<file path="src/rtl/crp_pkg.sv">
`timescale 1ns / 1ps
// ----------------------------------------------------------------------------
// crp_pkg
// Shared types and constants of the chunk request parser: message layout,
// result kinds, status codes and the result word.
// ----------------------------------------------------------------------------
package crp_pkg;

  localparam int HASH_BYTES = 20;
  localparam int MAX_CHUNKS = 1024;

  // Header layout, byte offsets of each field start.
  localparam int OFS_PREV  = 16;
  localparam int OFS_INDEX = 32;
  localparam int OFS_HASH  = 36;
  localparam int OFS_NAME  = OFS_HASH + HASH_BYTES;
  localparam int OFS_ADDR  = OFS_NAME + 31;
  localparam int OFS_PORT  = OFS_ADDR + 4;
  localparam int HDR_BYTES = OFS_PORT + 2;
  localparam int ID_BYTES  = OFS_INDEX;

  localparam int POS_W   = 7;
  localparam int TOTAL_W = 11;

  typedef enum logic [3:0] {
    KIND_ID      = 4'd0,
    KIND_PREV_ID = 4'd1,
    KIND_INDEX   = 4'd2,
    KIND_HASH    = 4'd3,
    KIND_NAME    = 4'd4,
    KIND_ADDR    = 4'd5,
    KIND_PORT    = 4'd6,
    KIND_RUN     = 4'd7,
    KIND_STATUS  = 4'd8
  } kind_t;

  typedef enum logic [1:0] {
    ST_SHORT    = 2'd0,
    ST_IDS_ONLY = 2'd1,
    ST_PARTIAL  = 2'd2,
    ST_COMPLETE = 2'd3
  } status_t;

  typedef struct packed {
    kind_t                kind;
    logic [1:0]           word_index;
    logic [63:0]          value;
    logic [8:0]           run_count;
    status_t              status;
    logic [TOTAL_W-1:0]   chunk_total;
    logic                 last_of_msg;
  } result_t;

  // Up to two results per accepted byte; the second is present only with the first.
  typedef struct packed {
    logic    v0;
    result_t r0;
    logic    v1;
    result_t r1;
  } push_t;

endpackage

</file>
<file path="src/rtl/crp_parse.sv">
`timescale 1ns / 1ps
// ----------------------------------------------------------------------------
// crp_parse
// Byte-step parser: holds the message state and forms the results caused
// by the byte being accepted.
// ----------------------------------------------------------------------------
module crp_parse (
  input  logic                clk,
  input  logic                rst,
  input  logic                step,
  input  logic [7:0]          byte_in,
  input  logic                end_of_msg,
  output crp_pkg::push_t      push
);

  logic [crp_pkg::POS_W-1:0]   byte_position;
  logic [63:0]                 word_assembler;
  logic [2:0]                  entry_byte_count;
  logic [31:0]                 entry_start;
  logic [crp_pkg::TOTAL_W-1:0] chunks_accepted;

  logic                        in_header;
  crp_pkg::kind_t              fkind;
  logic [crp_pkg::POS_W-1:0]   fstart;
  logic [crp_pkg::POS_W-1:0]   fend;
  logic [crp_pkg::POS_W-1:0]   foff;
  logic [crp_pkg::POS_W-1:0]   pos_inc;
  logic                        word_done;
  logic [63:0]                 assembled;
  logic [31:0]                 start_merged;
  logic [8:0]                  run_len;
  logic [crp_pkg::TOTAL_W-1:0] room;
  logic [crp_pkg::TOTAL_W-1:0] clipped;
  logic                        below_cap;
  logic                        run_emit;
  logic [crp_pkg::TOTAL_W-1:0] chunks_next;
  logic [crp_pkg::POS_W-1:0]   seen;
  crp_pkg::status_t            st;
  logic                        has_a;
  crp_pkg::result_t            item_a;
  crp_pkg::result_t            item_s;

  assign in_header = byte_position < crp_pkg::POS_W'(crp_pkg::HDR_BYTES);
  assign pos_inc   = byte_position + crp_pkg::POS_W'(1);

  always_comb begin
    if (byte_position < crp_pkg::POS_W'(crp_pkg::OFS_PREV)) begin
      fkind = crp_pkg::KIND_ID;
      fstart = '0;
      fend = crp_pkg::POS_W'(crp_pkg::OFS_PREV);
    end else if (byte_position < crp_pkg::POS_W'(crp_pkg::OFS_INDEX)) begin
      fkind = crp_pkg::KIND_PREV_ID;
      fstart = crp_pkg::POS_W'(crp_pkg::OFS_PREV);
      fend = crp_pkg::POS_W'(crp_pkg::OFS_INDEX);
    end else if (byte_position < crp_pkg::POS_W'(crp_pkg::OFS_HASH)) begin
      fkind = crp_pkg::KIND_INDEX;
      fstart = crp_pkg::POS_W'(crp_pkg::OFS_INDEX);
      fend = crp_pkg::POS_W'(crp_pkg::OFS_HASH);
    end else if (byte_position < crp_pkg::POS_W'(crp_pkg::OFS_NAME)) begin
      fkind = crp_pkg::KIND_HASH;
      fstart = crp_pkg::POS_W'(crp_pkg::OFS_HASH);
      fend = crp_pkg::POS_W'(crp_pkg::OFS_NAME);
    end else if (byte_position < crp_pkg::POS_W'(crp_pkg::OFS_ADDR)) begin
      fkind = crp_pkg::KIND_NAME;
      fstart = crp_pkg::POS_W'(crp_pkg::OFS_NAME);
      fend = crp_pkg::POS_W'(crp_pkg::OFS_ADDR);
    end else if (byte_position < crp_pkg::POS_W'(crp_pkg::OFS_PORT)) begin
      fkind = crp_pkg::KIND_ADDR;
      fstart = crp_pkg::POS_W'(crp_pkg::OFS_ADDR);
      fend = crp_pkg::POS_W'(crp_pkg::OFS_PORT);
    end else begin
      fkind = crp_pkg::KIND_PORT;
      fstart = crp_pkg::POS_W'(crp_pkg::OFS_PORT);
      fend = crp_pkg::POS_W'(crp_pkg::HDR_BYTES);
    end
  end

  assign foff      = byte_position - fstart;
  assign word_done = (foff[2:0] == 3'd7) || (pos_inc == fend);
  assign assembled = word_assembler | ({56'b0, byte_in} << {foff[2:0], 3'b000});

  // Run entries: four start bytes, then the count byte.
  assign start_merged = entry_start | ({24'b0, byte_in} << {entry_byte_count[1:0], 3'b000});
  assign run_len      = {1'b0, byte_in} + 9'd1;
  assign below_cap    = chunks_accepted < crp_pkg::TOTAL_W'(crp_pkg::MAX_CHUNKS);
  assign room         = crp_pkg::TOTAL_W'(crp_pkg::MAX_CHUNKS) - chunks_accepted;
  assign clipped      = ({2'b0, run_len} > room) ? room : {2'b0, run_len};
  assign run_emit     = !in_header && (entry_byte_count == 3'd4) && below_cap;
  assign chunks_next  = run_emit ? chunks_accepted + clipped : chunks_accepted;

  assign seen = in_header ? pos_inc : crp_pkg::POS_W'(crp_pkg::HDR_BYTES + 1);

  always_comb begin
    if (seen < crp_pkg::POS_W'(crp_pkg::ID_BYTES)) begin
      st = crp_pkg::ST_SHORT;
    end else if (seen == crp_pkg::POS_W'(crp_pkg::ID_BYTES)) begin
      st = crp_pkg::ST_IDS_ONLY;
    end else if (seen < crp_pkg::POS_W'(crp_pkg::HDR_BYTES)) begin
      st = crp_pkg::ST_PARTIAL;
    end else begin
      st = crp_pkg::ST_COMPLETE;
    end
  end

  always_comb begin
    has_a               = in_header ? word_done : run_emit;
    item_a.kind         = in_header ? fkind : crp_pkg::KIND_RUN;
    item_a.word_index   = in_header ? foff[4:3] : 2'd0;
    item_a.value        = in_header ? assembled : {32'b0, entry_start};
    item_a.run_count    = in_header ? 9'd0 : clipped[8:0];
    item_a.status       = crp_pkg::ST_SHORT;
    item_a.chunk_total  = chunks_next;
    item_a.last_of_msg  = 1'b0;

    item_s.kind         = crp_pkg::KIND_STATUS;
    item_s.word_index   = 2'd0;
    item_s.value        = '0;
    item_s.run_count    = 9'd0;
    item_s.status       = st;
    item_s.chunk_total  = chunks_next;
    item_s.last_of_msg  = 1'b1;

    push.v0 = step && (has_a || end_of_msg);
    push.r0 = has_a ? item_a : item_s;
    push.v1 = step && has_a && end_of_msg;
    push.r1 = item_s;
  end

  always_ff @(posedge clk) begin
    if (rst) begin
      byte_position    <= '0;
      word_assembler   <= '0;
      entry_byte_count <= '0;
      entry_start      <= '0;
      chunks_accepted  <= '0;
    end else if (step) begin
      if (end_of_msg) begin
        byte_position    <= '0;
        word_assembler   <= '0;
        entry_byte_count <= '0;
        entry_start      <= '0;
        chunks_accepted  <= '0;
      end else if (in_header) begin
        byte_position  <= pos_inc;
        word_assembler <= word_done ? 64'd0 : assembled;
      end else begin
        if (entry_byte_count < 3'd4) begin
          entry_start      <= start_merged;
          entry_byte_count <= entry_byte_count + 3'd1;
        end else begin
          entry_start      <= '0;
          entry_byte_count <= '0;
        end
        chunks_accepted <= chunks_next;
      end
    end
  end

endmodule

</file>
<file path="src/rtl/crp_outq.sv">
`timescale 1ns / 1ps
// ----------------------------------------------------------------------------
// crp_outq
// Three-word result queue: takes up to two words per cycle, hands one out
// per cycle from its head register while out_ready is high.
// ----------------------------------------------------------------------------
module crp_outq (
  input  logic              clk,
  input  logic              rst,
  input  crp_pkg::push_t    push,
  output logic              room,
  output logic              out_valid,
  input  logic              out_ready,
  output crp_pkg::result_t  out_item
);

  crp_pkg::result_t slot      [0:2];
  crp_pkg::result_t slot_next [0:2];
  logic [1:0]       count;
  logic [1:0]       count_next;
  logic [1:0]       kept;
  logic             pop;

  assign out_valid = count != 2'd0;
  assign out_item  = slot[0];
  assign pop       = out_valid && out_ready;
  // Two free places are needed for a byte that yields two words.
  assign room      = count <= 2'd1;
  assign kept      = count - {1'b0, pop};

  always_comb begin
    slot_next[0] = slot[0];
    slot_next[1] = slot[1];
    slot_next[2] = slot[2];
    if (pop) begin
      slot_next[0] = slot[1];
      slot_next[1] = slot[2];
    end
    if (push.v0) begin
      slot_next[kept] = push.r0;
    end
    if (push.v1) begin
      slot_next[kept + 2'd1] = push.r1;
    end
    count_next = kept + {1'b0, push.v0} + {1'b0, push.v1};
  end

  always_ff @(posedge clk) begin
    if (rst) begin
      count <= '0;
    end else begin
      count <= count_next;
    end
  end

  always_ff @(posedge clk) begin
    slot[0] <= slot_next[0];
    slot[1] <= slot_next[1];
    slot[2] <= slot_next[2];
  end

endmodule

</file>
<file path="src/rtl/chunk_request_parser.sv">
`timescale 1ns / 1ps
// ----------------------------------------------------------------------------
// chunk_request_parser
// Byte-stream parser of a file-transfer request: emits header fields as
// 64-bit words, capped run entries, and a status word per message.
// ----------------------------------------------------------------------------
// Feed one message byte per word on s_*, s_tlast on the final byte. The
// parser takes one byte every cycle while s_tready is high: each byte updates
// the counters and the word assembler, and its results go straight into a
// three-word output queue, so s_tready stays high while at most one result
// waits on m_*. The output side hands out one result per cycle while m_tready
// is high, so the sustained rate is one byte per clock; a final byte that also
// completes a field word or a run yields two results and may stall the input.
// Header words come out in message order (ids, file index, hash, name,
// address, port), each run entry before the cap is reached yields one run
// word with its count clipped to the chunk cap, and the final byte always
// ends with a status word carrying m_tlast. On a partial-body status, discard
// the header words already delivered for that message.
module chunk_request_parser (
  input  logic         clk,
  input  logic         rst,
  input  logic         s_tvalid,
  output logic         s_tready,
  input  logic [7:0]   s_tdata,   // [7:0] byte_in
  input  logic         s_tlast,   // end_of_msg
  output logic         m_tvalid,
  input  logic         m_tready,
  output logic [87:0]  m_tdata,   // [1:0] word_index, [65:2] value, [74:66] run_count,
                                  // [76:75] status, [87:77] chunk_total
  output logic [3:0]   m_tuser,   // [3:0] kind
  output logic         m_tlast    // last_of_msg
);

  logic              take;
  crp_pkg::push_t    push;
  crp_pkg::result_t  head;

  // Advance the parser only on an accepted byte.
  assign take = s_tvalid && s_tready;

  crp_parse u_parse (
    .clk        (clk),
    .rst        (rst),
    .step       (take),
    .byte_in    (s_tdata),
    .end_of_msg (s_tlast),
    .push       (push)
  );

  crp_outq u_outq (
    .clk       (clk),
    .rst       (rst),
    .push      (push),
    .room      (s_tready),
    .out_valid (m_tvalid),
    .out_ready (m_tready),
    .out_item  (head)
  );

  // Pack the head result onto the master side.
  assign m_tdata = {head.chunk_total, head.status, head.run_count, head.value,
                    head.word_index};
  assign m_tuser = head.kind;
  assign m_tlast = head.last_of_msg;

endmodule

</file>
<file path="config.mk">
export PLATFORM = sky130hd
export DESIGN_NAME = chunk_request_parser
export DESIGN_NICKNAME = d
export VERILOG_FILES = /design/src/rtl/crp_pkg.sv /design/src/rtl/crp_parse.sv /design/src/rtl/crp_outq.sv /design/src/rtl/chunk_request_parser.sv
export SDC_FILE = /design/constraint.sdc
export NUM_CORES = 1
export LEC_CHECK = 0
export BUFFER_PORTS_ARGS = -buffer_cell sky130_fd_sc_hd__buf_2
export CAP_MARGIN = 25
export CORE_ASPECT_RATIO = 1.5
export CORE_MARGIN = 2
export CORE_UTILIZATION = 60
export CTS_BUF_LIST = sky130_fd_sc_hd__clkbuf_4
export CTS_CLUSTER_DIAMETER = 40
export DETAILED_ROUTE_END_ITERATION = 16
export PLACE_DENSITY = 0.85
export SLEW_MARGIN = 10
export SYNTH_ARGS = -nofsm -noshare
export SYNTH_HDL_FRONTEND = slang
export SYNTH_SLANG_ARGS = --single-unit
</file>
<file path="constraint.sdc">
create_clock -name clk -period 6.68 [get_ports clk]
set_input_delay 1.002 -clock clk [delete_from_list [all_inputs] [get_ports clk]]
set_output_delay 1.002 -clock clk [all_outputs]
set_load 0.1 [all_outputs]
</file>
* Yosys cells after proc, flatten, opt, wreduce, memory -nomap -nowiden
Memory sizes are Yosys's and may differ from the RTL's. Cells that the tools add are included. W data, S select, Z words.
Storage, ports and cells: bits in registers 119, memory bits (writable) 279, bits of input ports 13, output and inout port bits 95, word-level logic and storage cells 113, memories 1
Memory list:
- u_outq.slot | words 3, bits a word 93, rd ports 3, clocked after Yosys merged registers in 0, wr ports 3, line crp_outq.sv:17 | crp_pkg::result_t slot [0:2];
Cells by class: add/subtract/negate cells 10, magnitude comparators 17, equality and inequality tests 5, shift operators 2, mux-type cells 52, bitwise operators 4, reductions and logical operators 16
Operator list (count):
- $bwmux W279 | 2
- $mux W279 | 2
- $demux W93 S2 | 2
- $mux W93 | 3
- $mux W64 | 4
- $mux W186 | 1
- $mux W32 | 3
- $or A64 B64 Y64 | 1
- $shl A8 B6 Y64 | 1
- $mux W7 | 8
- $mux W11 | 4
- $mux W4 | 8
- $or A32 B32 Y32 | 1
- $shl A8 B5 Y32 | 1
- $lt A7 B6 Y1 const B | 4
- $lt A7 B7 Y1 const B | 4
- $mux W5 | 4
- $mux W3 | 4
- $add A11 B11 Y11 | 1
- $gt A9 B11 Y1 | 1
- $lt A11 B11 Y1 const B | 1
- $sub A11 B11 Y11 const A | 1
- $add A8 B1 Y9 const B | 1
- $logic_and A1 B1 Y1 | 9
- 23 further kinds | 35

* Longest topological paths before layout
Gate-level depths: netlist (run 1).
word-level depth 16, mapped depth 22, gate-level depth less buffers 20

* Cells and area by module
Synthesis (run 1) repeated with hierarchy kept, for this count alone.
Second synthesis, totals: cell total of the unflattened synthesis 2954, area total of the unflattened synthesis 22671.7 µm²
By module, submodules not included:
- crp_outq | times used 1, cells each 1897, area each 14875.5 µm², seq. area each 5625.4 µm²
- crp_parse | times used 1, cells each 1056, area each 7790.0 µm², seq. area each 2342.2 µm²
- chunk_request_parser | times used 1, cells each 1, area each 6.3 µm², seq. area each 0.0 µm²

* Worst setup path after synthesis (run 1)
No wires, ideal clock.
path type in2reg, from in s_tdata[2], to mem u_outq.slot[0][104] in the netlist's numbering, library setup time 0.127 ns, arrival time 5.479 ns, data required time 6.553 ns, path slack 1.074 ns, cell stages on the path 19, buffers on the path 2, cell sequence clkbuf_1 nand3_1 nor2_1 xor2_1 ha_1 nand4_1 a21oi_1 o221ai_1 a221oi_2 clkbuf_1 mux2_2 fa_1 a211oi_1 nor2_1 o31a_1 o31a_1 o31ai_1 xnor2_1 mux2i_1
RTL lines:
- start, declared | line chunk_request_parser.sv:24 | input logic [7:0] s_tdata,
- end, declared | line crp_outq.sv:17

==> results.yml, run 1 <==
outcome:
  status: "finished clean"
floorplanning:
  start_util: 0.605
  row_count: 81
  die_y_um: 225
  die_w_um: 152
  io_pins: 108
  core_um2: 32400
  dieArea_um2: 34200
clocking:
  tritoncts: "yes"
  cts.sinks: 398
  post_cts_resized: 0
  cts_hold_buf: 0
  clk_pin_slew_ns: 0.07
  h-tree-depth: 3
  cts_buffers: 93
  cts_setup_buffers: 0
  root_buffer: "clkbuf_4"
  clk_latency_ns: 0.82
  cts_buffer_depth: 3
worst_setup_path:
  slowest_delay_ns: 0.78
  crit_path_end_kind: "flip-flop"
  reg2reg_slack_ns: 1.14
  worst-setup-path-type: "reg -> reg"
  cpMaxStageDelayCell: "buf_4"
  worstPathMaxFanout: 70
  reg2reg_depth: 16
  cp_cell_sequence: "and2_1, nand2_1, a21oi_1, o21ai_0, inv_1, ha_1, inv_1, fa_1, xor2_1, and2_1, nor2b_1, nor3_1, a211oi_4, buf_4, a21oi_1, nor3_1"
  crit_required_ns: 7.38
  cp_data_arrival_time_ns: 6.24
  start_kind: "flip-flop"
power_and_ir_drop:
  power_density_nw_per_um2: 483
  p_leak_nw: 7.75
  ir_drop_v: 0.000608
drt:
  drt-met1-wl_um: 21300
  met2RoutedLength_um: 26700
  first_pass_iters: 6
  wl_per_cell_um: 20.6
  vias_per_cell: 6.49
  routed_wirelength_um: 55300
  postRouteAntennaNets: 0
  drt_iter0_markers: 1840
  drc: 0
  vias: 17421
  route.met3.wl_um: 4350
  top_layer_used: "met4"
timing:
  fin_setup_tns_ns: 0
  relSlewSlack: 0.218
  finClkSkew_ns: 0.0554
  slew_violations: 0
  setup_viol: 0
  finalHoldViolCount: 0
  fmax_mhz: 181
  final.period_utilization: 0.829
  worstMarginPinSlew_ns: 1.16
  period_needed_ns: 5.54
  grt_setup_unrepaired: "no"
global_routing:
  grt_pass1_wl_um: 87400
  grt_max_degree: 102
  grt_util_all_layers: 0.319
  grt_pass1_vias: 16921
  globalRouteOverflowTotal: 0
  antenna_found_initial: 1
cells_and_area:
  regArea_um2: 7970
  areaGrowthSynthToFinish_pct: 5.69
  multi_input_area_um2: 10100
  nets: 2254
  final_core_util: 0.639
  fillers: 2692
  fin_area_um2: 20700
  drive_gt1_frac: 0.148
logic_synthesis:
  ys_async_sr_fraction: 0
  ys_seq_area_frac: 0.406
  synth_cell_types: 68
  ys_warn_count: 0
  synth-edff-count: 0
  synth_cells: 2268
  syn_area_per_cell_um2: 8.65
  syn_nets: 2313
  synth-main-ff-cell: "dfxtp_1"
  synthesis.area_um2: 19600
  ys_ff_latch: 398
placed_design:
  globalplace.congestion: 0.954
  place_area_um2: 19600
  portBuffers: 107
  dp_hpwl_um: 35300
worst_hold_path:
  hold_path.class: "reg -> reg"
  min_path_cells: 1
job:
  drv_cap: 0
[cell type report]
class,instances,share of cell area
Clock buffer,128,0.0464
Tap cell,415,0.0251
Antenna cell,1,0.000121
Multi-Input combinational cell,1541,0.489
Clock inverter,27,0.00900
Sequential cell,398,0.384
Timing Repair Buffer,141,0.0398
Inverter,34,0.00658
[synthesized netlist by cell type, types with 4 or more instances]
master / number / area share
nand3_1: 52 / 0.013
clkbuf_1: 151 / 0.029
a22oi_1: 12 / 0.0046
buf_2: 26 / 0.0066
xor2_1: 16 / 0.0071
o21ai_0: 69 / 0.018
dfxtp_1: 398 / 0.41
a21o_1: 10 / 0.0038
inv_1: 31 / 0.0059
o31ai_1: 35 / 0.013
nand2_1: 168 / 0.032
nor2_1: 132 / 0.025
nor2b_1: 14 / 0.0045
o22ai_1: 7 / 0.0022
buf_4: 93 / 0.036
a32o_1: 8 / 0.0041
o21ai_1: 5 / 0.0013
a211oi_2: 29 / 0.019
a21oi_1: 211 / 0.054
xnor2_1: 17 / 0.0076
mux2_2: 8 / 0.0046
buf_1: 23 / 0.0044
a211oi_1: 105 / 0.040
o21a_1: 33 / 0.013
a211o_1: 4 / 0.0018
nand4_1: 7 / 0.0022
mux2i_1: 188 / 0.096
nand2b_1: 15 / 0.0048
ha_1: 29 / 0.019
o2bb2ai_1: 53 / 0.024
o221ai_1: 4 / 0.0018
and2_1: 17 / 0.0054
and3_1: 12 / 0.0038
a31oi_1: 39 / 0.012
nor3_1: 192 / 0.049
[power breakdown]
group | switching (mW) | leakage [nW] | internal (mW)
clock network | 0.960 | 0.675 | 0.996
logic | 3.38 | 3.79 | 1.19
registers | 0.392 | 3.28 | 3.10
total | 4.73 | 7.75 | 5.28
[logic make-up (layout without fill, tap and decap cells)]
family          count (synthesis)  after routing  share of synthesized area
fa+ha+maj                      32             32                     0.0216
simple gates                  624            624                      0.146
compound gates                655            655                      0.227
flops                         398            398                      0.406
buf+inv                       329            330                     0.0832
mux                           196            196                      0.101
other cells                     1              2                   0.000191
xor+xnor                       33             33                     0.0147
[critical path: cells and delay by family, from the launching register on]
kind	cells	cell delay (ns)
buffers and inverters	3	0.95
AO/OA/AOI/OAI	4	1.31
XOR/XNOR	1	0.24
AND/OR/NAND/NOR	6	1.71
adder cells (fa/ha/maj)	2	0.61
flip-flops	1	0.56
[layer usage]
| metal | vias up | track usage |
|---|---|---|
| li1 | 8059 | - |
| met1 | 8287 | 0.381 |
| met2 | 890 | 0.528 |
| met3 | 185 | 0.0603 |
| met4 | 0 | 0.194 |
| met5 | - | 0 |
[state kept, by name (all words and copies together), names as in the netlist]
| signal | count |
|---|---|
| u_outq.count | 2 |
| u_parse.word_assembler | 64 |
| u_outq.slot | 279 |
| u_parse.entry_byte_count | 3 |
| u_parse.chunks_accepted | 11 |
| u_parse.byte_position | 7 |
| u_parse.entry_start | 32 |
[path summary, 6_finish.rpt]
check | from | to
setup / recovery | u_parse.byte_position[0] | u_outq.slot[0][275]
hold / removal | u_outq.slot[0][198] | u_outq.slot[0][198]
setup reg to reg | u_parse.byte_position[0] | u_outq.slot[0][275]
hold reg to reg | u_outq.slot[0][198] | u_outq.slot[0][198]
[cells in the final DEF, fill, tap and decap left out, types with 17 or more instances in the layout]
cell type / Yosys / routed
o31ai_1: 35 / 35
buf_2: 26 / 108
xnor2_1: 17 / 17
ha_1: 29 / 28
buf_4: 93 / 30
o21a_1: 33 / 33
dfxtp_1: 398 / 398
a211oi_2: 29 / 28
nand3_1: 52 / 52
nor3_1: 192 / 192
a21oi_1: 211 / 208
clkbuf_4: 0 / 128
nor2_1: 132 / 131
inv_1: 31 / 31
o2bb2ai_1: 53 / 53
mux2i_1: 188 / 188
a211oi_1: 105 / 105
o21ai_0: 69 / 69
clkinv_1: 0 / 20
and2_1: 17 / 17
a31oi_1: 39 / 38
nand2_1: 168 / 167
[per-stage QoR]
step	hold WS, ns	setup slack (ns)	total power, mW	instances
2_1_floorplan	0.431	1.07	7.62	2268
3_3_place_gp	0.442	0.932	7.91	2528
3_5_place_dp	0.447	0.759	8.05	2529
4_1_cts	0.466	1.22	10.0	2684
5_1_grt	0.477	0.840	10.5	2685
6_report	0.466	1.14	10.0	2685
Note: power is estimated with default switching activity, not from simulation.
==> run 2: changes to the inputs <==
Settings changed: CORE_UTILIZATION 60 to 57, PLACE_DENSITY 0.85 to 0.84.
Clock period 6.68 ns to 5 ns, I/O delays scaled along.
==> results.yml, run 2 (same netlist as run 1, synthesis figures left out) <==
outcome:
  status: "finished clean"
job:
  drv_cap: 0
timing:
  finalHoldViolCount: 0
  finClkSkew_ns: 0.0721
  final.period_utilization: 0.947
  relSlewSlack: 0.428
  fmax_mhz: 211
  fin_setup_tns_ns: 0
  worstMarginPinSlew_ns: 0.852
  setup_viol: 0
  grt_setup_unrepaired: "no"
  slew_violations: 0
  period_needed_ns: 4.74
clocking:
  cts_buffer_depth: 3
  h-tree-depth: 3
  clk_latency_ns: 0.84
  cts.sinks: 398
  cts_buffers: 93
  root_buffer: "clkbuf_4"
  clk_pin_slew_ns: 0.06
  tritoncts: "yes"
cells_and_area:
  nets: 2310
  drive_gt1_frac: 0.172
  reg_top3: "u_outq.slot: 279 flops, u_parse.word_assembler: 64 flops, u_parse.entry_start: 32 flops"
  final_cell_mix: "dfxtp_1, a21oi_1, nor3_1"
  final_common_cell: "dfxtp_1"
  regMostFlops: "u_outq.slot"
  areaGrowthSynthToFinish_pct: 8.57
  largest_reg_flops: 279
  final_core_util: 0.625
power_and_ir_drop:
  combPwrFrac: 0.461
  pwr-share-seq: 0.348
  power_density_nw_per_um2: 632
  intPower_mw: 7.07
  p_clk_frac: 0.191
  p_switching_mw: 6.38
  p_leak_nw: 8.07
  power_mw: 13.4
  p_sw_frac: 0.475
  ir_drop_v: 0.000517
worst_hold_path:
  worstHoldStart: "rst"
  hold_path.class: "in -> reg"
floorplanning:
  dieArea_um2: 35900
  core_um2: 34100
  io_pins: 108
  die_w_um: 155
  row_count: 83
  start_util: 0.576
  die_y_um: 231
global_routing:
  grtUsageMet1: 0.349
  top_usage_layer: "met2"
  antenna_found_initial: 2
  grtUsageMet2: 0.524
  grt_pass1_wl_um: 88800
  globalRouteMet3Util: 0.0542
  grt_util_all_layers: 0.303
  grt_pass1_vias: 17310
  grt_max_degree: 78
  globalRouteOverflowTotal: 0
drt:
  first_pass_iters: 7
  drt_iter0_markers: 1702
  wl_per_cell_um: 20.4
  vias_per_cell: 6.48
  postRouteAntennaNets: 0
  drc: 0
  vias: 17836
  routed_wirelength_um: 56200
worst_setup_path:
  critPathCapture: "u_outq.slot[0][104]"
  cp_num_cells: 17
  worstPathMaxFanout: 6
  reg2reg_to: "u_outq.slot[0][104]"
  cp_cell_sequence: "nor4_4, nand2_1, xnor2_1, ha_1, nand4_1, a21oi_1, o221ai_1, a221oi_4, mux2_2, fa_1, a211oi_1, nor2_1, o31a_1, o31a_1, o31ai_2, xnor2_1, mux2i_1"
  reg2reg_depth: 17
  cpMaxStageDelayCell: "fa_1"
  crit_start: "u_parse.chunks_accepted[5]"
  start_kind: "flip-flop"
  r2r_start: "u_parse.chunks_accepted[5]"
  reg2reg_slack_ns: 0.26
  crit_required_ns: 5.65
  cp_data_arrival_time_ns: 5.38
  cpLargestDelayFamily: "compound AO/OA/AOI/OAI gates"
  worst-setup-path-type: "reg -> reg"
  slowest_delay_ns: 0.44
  worst-path-buf-inv: 0
  crit_path_end_kind: "flip-flop"
placed_design:
  globalplace.congestion: 0.914
  dp_hpwl_um: 36200
  portBuffers: 107
[run 2: cell type report]
class                   count  area [um^2]
fillers                  2761        12800
multi-input cells        1541        10200
flip-flops and latches    398         7970
repair buffers            197         1370
clock buffers             134         1010
well taps                 425          532
inverters                  34          135
clock inverters            21          121
diodes                      1         2.50
[run 2: stage by stage]
| stage | instance area (um^2) | instances | hold WS (ns) | setup WS (ns) |
|---|---|---|---|---|
| after global routing | 21300 | 2751 | 0.396 | 0.0201 |
| after floorplan | 19600 | 2268 | 0.431 | 0.0543 |
| after detailed placement | 20100 | 2592 | 0.445 | -0.178 |
| final | 21300 | 2751 | 0.395 | 0.264 |
| after CTS | 21200 | 2747 | 0.322 | 0.116 |
| after global placement | 20100 | 2588 | 0.441 | -0.0354 |
[run 2: power by group through the flow]
| stage | clock network, mW | registers (mW) | logic, mW |
|---|---|---|---|
| after floorplan | 0 | 4.55 | 5.63 |
| after CTS | 2.60 | 4.65 | 6.16 |
| final | 2.57 | 4.68 | 6.20 |
| after global routing | 2.76 | 4.74 | 6.51 |
| after detailed placement | 0 | 4.72 | 6.14 |
| after global placement | 0 | 4.67 | 5.99 |
[run 2: worst min path at each step]
| stage | to | slack (ns) | cells past startpoint |
|---|---|---|---|
| after CTS | u_parse.byte_position[1] | 0.32 | 2 |
| after global placement | u_outq.slot[0][189] | 0.44 | 2 |
| after detailed placement | u_parse.word_assembler[60] | 0.45 | 1 |
| after global routing | u_parse.byte_position[1] | 0.40 | 2 |
| final | u_parse.byte_position[1] | 0.40 | 2 |
| after floorplan | u_parse.word_assembler[56] | 0.43 | 1 |
[run 2: repair_timing]
action | 4_1_cts | 5_1_grt
hold buffers | 0 | 0
setup buffers | 0 | 2
resized for setup | 0 | 5
setup endpoints to repair | 0 | 21
[run 2: metal layers]
metal | vias to the layer above | routed length, um
met5 | - | 0
met4 | 0 | 2810
met3 | 209 | 4200
met2 | 918 | 27900
met1 | 8541 | 21400
li1 | 8168 | -
